File: src/rtl/flbc_pkg.sv
package flbc_pkg;

    localparam int TIME_W      = 32;
    localparam int IN_TDATA_W  = 88;
    localparam int OUT_TDATA_W = 8;
    localparam int CFG_INDEX_W = 8;
    localparam int CFG_DATA_W  = 16;

    localparam logic [CFG_INDEX_W-1:0] CFG_LEAN_PRESSURE = 8'd0;
    localparam logic [CFG_INDEX_W-1:0] CFG_LEAN_LAMBDA   = 8'd1;

    localparam logic [CFG_DATA_W-1:0] LEAN_PRESSURE_RESET = 16'h0000;
    localparam logic [CFG_DATA_W-1:0] LEAN_LAMBDA_RESET   = 16'hFFFF;

    typedef enum logic [1:0] {
        MODE_NONE   = 2'd0,
        MODE_STEADY = 2'd1,
        MODE_SLOW   = 2'd2,
        MODE_FAST   = 2'd3
    } mode_t;

    typedef struct packed {
        logic              valid;
        mode_t             mode;
        logic [TIME_W-1:0] elapsed;
    } stage_t;

endpackage

File: src/rtl/flbc_blink_pipe.sv
module flbc_blink_pipe #(
    parameter int unsigned SLOW_HALF_PERIOD_US = 500000,
    parameter int unsigned FAST_HALF_PERIOD_US = 200000
) (
    input  logic                 clk,
    input  logic                 rst_n,
    input  logic                 advance,
    input  flbc_pkg::stage_t     stage_in,
    output logic                 out_valid,
    output logic                 out_lamp_on,
    output flbc_pkg::mode_t      out_lamp_mode
);

    // reciprocal constants: q_est = (e * M) >> K is q or q - 1
    localparam int unsigned SLOW_K   = 31 + $clog2(SLOW_HALF_PERIOD_US);
    localparam int unsigned FAST_K   = 31 + $clog2(FAST_HALF_PERIOD_US);
    localparam logic [63:0] SLOW_M64 = (64'd1 << SLOW_K) / 64'(SLOW_HALF_PERIOD_US);
    localparam logic [63:0] FAST_M64 = (64'd1 << FAST_K) / 64'(FAST_HALF_PERIOD_US);
    localparam logic [31:0] SLOW_M   = SLOW_M64[31:0];
    localparam logic [31:0] FAST_M   = FAST_M64[31:0];
    localparam logic [31:0] SLOW_H   = 32'(SLOW_HALF_PERIOD_US);
    localparam logic [31:0] FAST_H   = 32'(FAST_HALF_PERIOD_US);

    logic                          s2_valid_reg;
    flbc_pkg::mode_t               s2_mode_reg;
    logic [flbc_pkg::TIME_W-1:0]   s2_elapsed_reg;
    logic [63:0]                   s2_prod_reg;
    logic [63:0]                   s2_prod_next;

    logic                          s3_valid_reg;
    flbc_pkg::mode_t               s3_mode_reg;
    logic [flbc_pkg::TIME_W-1:0]   s3_elapsed_reg;
    logic                          s3_q0_reg;
    logic                          s3_q0_next;
    logic [31:0]                   s3_qh_reg;
    logic [31:0]                   s3_qh_next;

    logic                          out_valid_reg;
    logic                          out_lamp_reg;
    logic                          out_lamp_next;
    flbc_pkg::mode_t               out_mode_reg;

    logic [31:0] m_sel;
    logic [63:0] q_est;
    logic [31:0] h_sel2;
    logic [63:0] qh_full;
    logic [31:0] h_sel3;
    logic [31:0] rem;
    logic        blink;

    // stage 2: multiply by reciprocal
    always_comb
    begin
        m_sel        = (stage_in.mode == flbc_pkg::MODE_FAST) ? FAST_M : SLOW_M;
        s2_prod_next = 64'(stage_in.elapsed) * 64'(m_sel);
    end

    // stage 3: estimated quotient and its product with the half-period
    always_comb
    begin
        if (s2_mode_reg == flbc_pkg::MODE_FAST)
        begin
            q_est  = s2_prod_reg >> FAST_K;
            h_sel2 = FAST_H;
        end
        else
        begin
            q_est  = s2_prod_reg >> SLOW_K;
            h_sel2 = SLOW_H;
        end
        qh_full    = 64'(q_est[31:0]) * 64'(h_sel2);
        s3_q0_next = q_est[0];
        s3_qh_next = qh_full[31:0];
    end

    // output: one correction step, then lamp level by mode
    always_comb
    begin
        h_sel3 = (s3_mode_reg == flbc_pkg::MODE_FAST) ? FAST_H : SLOW_H;
        rem    = s3_elapsed_reg - s3_qh_reg;
        blink  = s3_q0_reg ^ (rem >= h_sel3);
        case (s3_mode_reg)
            flbc_pkg::MODE_NONE:   out_lamp_next = 1'b0;
            flbc_pkg::MODE_STEADY: out_lamp_next = 1'b1;
            flbc_pkg::MODE_SLOW:   out_lamp_next = blink;
            flbc_pkg::MODE_FAST:   out_lamp_next = blink;
            default:               out_lamp_next = 1'b0;
        endcase
    end

    always_ff @(posedge clk or negedge rst_n)
    begin
        if (!rst_n)
        begin
            s2_valid_reg  <= 1'b0;
            s3_valid_reg  <= 1'b0;
            out_valid_reg <= 1'b0;
        end
        else if (advance)
        begin
            s2_valid_reg  <= stage_in.valid;
            s3_valid_reg  <= s2_valid_reg;
            out_valid_reg <= s3_valid_reg;
        end
    end

    always_ff @(posedge clk)
    begin
        if (advance)
        begin
            s2_mode_reg    <= stage_in.mode;
            s2_elapsed_reg <= stage_in.elapsed;
            s2_prod_reg    <= s2_prod_next;
            s3_mode_reg    <= s2_mode_reg;
            s3_elapsed_reg <= s2_elapsed_reg;
            s3_q0_reg      <= s3_q0_next;
            s3_qh_reg      <= s3_qh_next;
            out_mode_reg   <= s3_mode_reg;
            out_lamp_reg   <= out_lamp_next;
        end
    end

    assign out_valid     = out_valid_reg;
    assign out_lamp_on   = out_lamp_reg;
    assign out_lamp_mode = out_mode_reg;

endmodule

File: src/rtl/fault_lamp_blink_controller.sv
// Check-engine lamp controller. Each input transfer is one task tick; each tick yields
// exactly one output transfer with the lamp level and the held mode (0 none, 1 steady,
// 2 slow blink, 3 fast blink), in order. A new tick is taken every cycle while the output
// is not stalled. The rate is set by the held-mode loop, a wrap-safe elapsed-time
// subtract, hold compare and rank compare; the blink phase (elapsed time over the
// half-period) follows in a three-stage reciprocal-multiply pipeline. A stalled output
// holds the whole pipeline. Lean-limit registers are written on the cfg channel, which
// is always ready; writes to unknown indexes are dropped.
module fault_lamp_blink_controller #(
    parameter int unsigned SLOW_HALF_PERIOD_US = 500000,
    parameter int unsigned FAST_HALF_PERIOD_US = 200000,
    parameter int unsigned HOLD_TIME_US        = 3000000
) (
    input  logic                                clk,
    input  logic                                rst_n,
    // tdata: now_us[31:0], any_sensor_fault[32], decoder_valid[33], engine_rpm[49:34],
    //        map_pressure[65:50], ego_lambda[81:66], zero[87:82]
    input  logic                                s_axis_tvalid,
    output logic                                s_axis_tready,
    input  logic [flbc_pkg::IN_TDATA_W-1:0]     s_axis_tdata,
    // tdata: lamp_on[0], lamp_mode[2:1], zero[7:3]
    output logic                                m_axis_tvalid,
    input  logic                                m_axis_tready,
    output logic [flbc_pkg::OUT_TDATA_W-1:0]    m_axis_tdata,
    input  logic                                cfg_valid,
    output logic                                cfg_ready,
    input  logic [flbc_pkg::CFG_INDEX_W-1:0]    cfg_index,
    input  logic [flbc_pkg::CFG_DATA_W-1:0]     cfg_data
);

    localparam logic [flbc_pkg::TIME_W-1:0] HOLD_T = flbc_pkg::TIME_W'(HOLD_TIME_US);

    logic [flbc_pkg::CFG_DATA_W-1:0] lean_pressure_reg;
    logic [flbc_pkg::CFG_DATA_W-1:0] lean_lambda_reg;

    flbc_pkg::mode_t                 held_mode_reg;
    flbc_pkg::mode_t                 held_mode_next;
    logic [flbc_pkg::TIME_W-1:0]     start_time_reg;
    logic [flbc_pkg::TIME_W-1:0]     start_time_next;

    logic                            s1_valid_reg;
    flbc_pkg::mode_t                 s1_mode_reg;
    logic [flbc_pkg::TIME_W-1:0]     s1_elapsed_reg;
    logic [flbc_pkg::TIME_W-1:0]     s1_elapsed_next;

    logic [flbc_pkg::TIME_W-1:0]     now_us;
    logic                            any_sensor_fault;
    logic                            decoder_valid;
    logic [15:0]                     engine_rpm;
    logic [15:0]                     map_pressure;
    logic [15:0]                     ego_lambda;

    flbc_pkg::mode_t                 class_mode;
    flbc_pkg::mode_t                 held_eff;
    logic [flbc_pkg::TIME_W-1:0]     diff;
    logic                            advance;
    logic                            accept;
    flbc_pkg::stage_t                stage1;
    logic                            pipe_valid;
    logic                            pipe_lamp_on;
    flbc_pkg::mode_t                 pipe_lamp_mode;

    assign now_us           = s_axis_tdata[31:0];
    assign any_sensor_fault = s_axis_tdata[32];
    assign decoder_valid    = s_axis_tdata[33];
    assign engine_rpm       = s_axis_tdata[49:34];
    assign map_pressure     = s_axis_tdata[65:50];
    assign ego_lambda       = s_axis_tdata[81:66];

    assign advance       = !pipe_valid || m_axis_tready;
    assign s_axis_tready = advance;
    assign accept        = s_axis_tvalid && advance;
    assign cfg_ready     = 1'b1;

    always_comb
    begin
        if (map_pressure > lean_pressure_reg && ego_lambda > lean_lambda_reg)
            class_mode = flbc_pkg::MODE_FAST;
        else if (!decoder_valid && engine_rpm != 16'd0)
            class_mode = flbc_pkg::MODE_SLOW;
        else if (any_sensor_fault)
            class_mode = flbc_pkg::MODE_STEADY;
        else
            class_mode = flbc_pkg::MODE_NONE;

        diff     = now_us - start_time_reg;
        held_eff = (diff > HOLD_T) ? flbc_pkg::MODE_NONE : held_mode_reg;

        if (class_mode > held_eff)
        begin
            held_mode_next  = class_mode;
            start_time_next = now_us;
            s1_elapsed_next = '0;
        end
        else
        begin
            held_mode_next  = held_eff;
            start_time_next = start_time_reg;
            s1_elapsed_next = diff;
        end
    end

    always_ff @(posedge clk or negedge rst_n)
    begin
        if (!rst_n)
        begin
            lean_pressure_reg <= flbc_pkg::LEAN_PRESSURE_RESET;
            lean_lambda_reg   <= flbc_pkg::LEAN_LAMBDA_RESET;
        end
        else if (cfg_valid && cfg_ready)
        begin
            case (cfg_index)
                flbc_pkg::CFG_LEAN_PRESSURE: lean_pressure_reg <= cfg_data;
                flbc_pkg::CFG_LEAN_LAMBDA:   lean_lambda_reg   <= cfg_data;
                default:                     ;
            endcase
        end
    end

    always_ff @(posedge clk or negedge rst_n)
    begin
        if (!rst_n)
        begin
            held_mode_reg  <= flbc_pkg::MODE_NONE;
            start_time_reg <= '0;
            s1_valid_reg   <= 1'b0;
        end
        else
        begin
            if (accept)
            begin
                held_mode_reg  <= held_mode_next;
                start_time_reg <= start_time_next;
            end
            if (advance)
                s1_valid_reg <= accept;
        end
    end

    always_ff @(posedge clk)
    begin
        if (advance)
        begin
            s1_mode_reg    <= held_mode_next;
            s1_elapsed_reg <= s1_elapsed_next;
        end
    end

    assign stage1.valid   = s1_valid_reg;
    assign stage1.mode    = s1_mode_reg;
    assign stage1.elapsed = s1_elapsed_reg;

    flbc_blink_pipe #(
        .SLOW_HALF_PERIOD_US (SLOW_HALF_PERIOD_US),
        .FAST_HALF_PERIOD_US (FAST_HALF_PERIOD_US)
    ) u_blink_pipe (
        .clk           (clk),
        .rst_n         (rst_n),
        .advance       (advance),
        .stage_in      (stage1),
        .out_valid     (pipe_valid),
        .out_lamp_on   (pipe_lamp_on),
        .out_lamp_mode (pipe_lamp_mode)
    );

    assign m_axis_tvalid = pipe_valid;
    assign m_axis_tdata  = {5'd0, pipe_lamp_mode, pipe_lamp_on};

endmodule

File: config.mk
export PLATFORM = sky130hd
export DESIGN_NAME = fault_lamp_blink_controller
export DESIGN_NICKNAME = d
export VERILOG_FILES = /design/src/rtl/flbc_pkg.sv /design/src/rtl/flbc_blink_pipe.sv /design/src/rtl/fault_lamp_blink_controller.sv
export SDC_FILE = /design/constraint.sdc
export NUM_CORES = 2
export LEC_CHECK = 0
export BUFFER_PORTS_ARGS = -buffer_cell sky130_fd_sc_hd__buf_2
export CAP_MARGIN = 20
export CORE_MARGIN = 2
export CORE_UTILIZATION = 40
export DETAILED_ROUTE_END_ITERATION = 10
export GPL_ROUTABILITY_DRIVEN = 0
export SYNTH_ARGS = -nofsm -noshare
export SYNTH_HDL_FRONTEND = slang
export SYNTH_SLANG_ARGS = --single-unit
File: constraint.sdc
create_clock -name clk -period 11.7 [get_ports clk]
set_input_delay 2.925 -clock clk [delete_from_list [all_inputs] [get_ports clk]]
set_output_delay 2.925 -clock clk [all_outputs]
set_load 0.03 [all_outputs]
==> results by group <==
Outcome
  – Status: complete, no violations

Drt
  – Remaining antenna violation count: 0
  – Wirelength per Cell: 18.1 µm
  – Via-per-instance ratio: 4.95
  – Initial DRC Count: 1212
  – WL final: 89900 µm
  – DR pass1 iterations: 7
  – Routed vias: 24607
  – # DRC: 0

STA
  – Max-slew violations: 0
  – Setup violators final: 0
  – Endpoints failing hold: 0
  – RSZ-0062 raised after global routing: no
  – Fmax: 104 MHz
  – Final min period: 9.61 ns
  – Slew margin rel.: 0.351
  – Worst-margin pin slew: 0.970 ns
  – Worst Skew: 0.0115 ns
  – Setup TNS: 0 ns
  – Post-route clock period utilization: 0.822
  – Hold Slack: 0.415 ns

Worst setup path
  – Worst r2r src: s1_mode_reg[1]
  – Worst Setup End Kind: flip-flop
  – Family with the most delay on the worst path: adder cells
  – Crit path launch: s1_mode_reg[1]
  – Bufs and invs on worst path: 7
  – Crit-path slowest cell: a221oi_1
  – Arr. time, crit path: 10.05 ns
  – Instance count on the critical path: 28
  – Reg2reg path depth: 28
  – Max stage delay on crit path: 0.83 ns
  – Max FO, Critical Path: 16
  – Setup CP Type: reg -> reg
  – Worst setup SP type: flip-flop
  – CP required: 12.13 ns
  – Critical Path Most Common Cell: fa_1

Finish
  – P&R area growth vs syn: 8.88%
  – Final #Nets: 5106
  – Diode count: 0
  – Fill cells: 9034
  – Fin cells: 4968
  – Layout cell share with drive strength beyond 1: 0.0848

Yosys
  – Synth area leaders: fa_1 (33%), ha_1 (23%), edfxtp_1 (12%), inv_1 (9.1%), dfrtp_1 (3.6%)
  – Synth top cells by count: inv_1 (910), ha_1 (673), fa_1 (623), edfxtp_1 (148), nand2_1 (133)
  – Yosys top cell by area: fa_1
  – Ys flop type: edfxtp_1
  – Post-synth EDFFs: 148
  – Register area share after synthesis: 0.166
  – Mapped Area: 37400 µm²
  – Flops & latches, synth: 218
  – Cells after synthesis: 3547
  – Mean Syn Cell Area: 10.6 µm²
  – Most numerous cell in the Yosys netlist: inv_1
  – Yosys cell types: 74
  – FFs w/ async S/R, synth: 0.321
  – Synth warn: 0
  – Yosys top cell area share: 0.333

GRT
  – First-pass GRT wire length: 145000 µm
  – Overall Global Routing Usage: 0.196
  – Vias in the first global route: 26519
  – Initial antenna violation count: 1
  – GR Overflow Total: 0
  – Pin count of the biggest net entering global routing: 60

Clock tree
  – Worst skew pair latency: 0.59 ns
  – Clk slew on worst S/H paths: 0.06 ns
  – CTS Sinks: 218
  – Post-CTS Resized: 0
  – Hold buffer count at CTS: 0
  – Clock buffer depth: 3
  – TritonCTS clock tree: done
  – Clock tree root driver cell: clkbuf_16
  – Post-CTS setup buffers: 0
  – CTS buffer count: 27
  – H-Tree Level Count: 1

Floorplan
  – Core box area: 93000 µm²
  – Initial core utilization: 0.402
  – Number of I/O pins: 128
  – # rows: 112
  – Die height: 310 µm
  – Die area: 96000 µm²
  – Die Span X: 310 µm

Place
  – HPWL after DPL: 75200 µm
  – # placed instances: 4917
  – Port Buf Inserts: 115

Hold path
  – Hold WC Path Type: reg -> reg
  – HP Start: u_blink_pipe.s2_elapsed_reg[24]
  – Hold path cells: 0

Flow run
  – Max cap viols: 0
metrics by stage:
step / area (µm²) / worst slack, ns / util
5_1_grt: 40700 / 1.67 / 0.438
3_5_place_dp: 39700 / 2.11 / 0.427
3_3_place_gp: 39700 / 2.15 / 0.427
4_1_cts: 40700 / 2.07 / 0.438
6_report: 40700 / 2.09 / 0.438
2_1_floorplan: 37500 / 1.37 / -
cells by family after synthesis:
| family | after synthesis | synth area share |
|---|---|---|
| AOI/OAI and AO/OA | 352 | 0.0625 |
| muxes | 54 | 0.0161 |
| xor gates and xnor gates | 112 | 0.0262 |
| and+or+nand+nor | 542 | 0.0722 |
| buffers and inverters | 971 | 0.0985 |
| DFF | 218 | 0.166 |
| adders and majority gates | 1296 | 0.558 |
| other | 2 | 0.000201 |
cell usage in the layout (no fill, tap or decap), drive strengths merged, types with 18 or more instances in the layout:
| master | instances |
|---|---|
| mux2 | 50 |
| conb | 21 |
| xnor2 | 72 |
| o21ai | 83 |
| buf | 159 |
| nand2b | 18 |
| ha | 673 |
| and3 | 50 |
| nand4 | 22 |
| and2 | 30 |
| a31oi | 19 |
| or2 | 29 |
| dfrtp | 54 |
| edfxtp | 148 |
| nor3 | 26 |
| nor2 | 123 |
| inv | 912 |
| nand3 | 50 |
| fa | 623 |
| a21o | 51 |
| clkbuf | 30 |
| xor2 | 40 |
| a21oi | 70 |
| nand2 | 133 |
| o21a | 32 |
final timing paths:
path	end	slack, ns
max	u_blink_pipe.s2_prod_reg[63]	2.09
min	u_blink_pipe.s3_elapsed_reg[24]	0.41
max reg2reg	u_blink_pipe.s2_prod_reg[63]	2.09
min reg2reg	u_blink_pipe.s3_elapsed_reg[24]	0.41
max in group asynchronous	lean_pressure_reg[14]	8.53
min in group asynchronous	start_time_reg[11]	2.16
cell type report:
cell class	instances	area [µm²]	share of cell area
clock buffer	30	687	0.0169
clock inverter	20	334	0.00820
inverter	910	3420	0.0838
multi-input combinational	2377	27600	0.678
sequential	218	6220	0.153
tap	1254	1570	0.0385
timing repair buffer	159	916	0.0225
metal layers:
| metal | GRT usage | routed length (µm) |
|---|---|---|
| met1 | 0.259 | 38700 |
| met2 | 0.340 | 43800 |
| met5 | 0 | 12 |
| met4 | 0.0465 | 2390 |
| met3 | 0.0284 | 4960 |
Power is not shown: default switching activity piles up to over one toggle a cycle in this logic, so the estimate is an artifact.
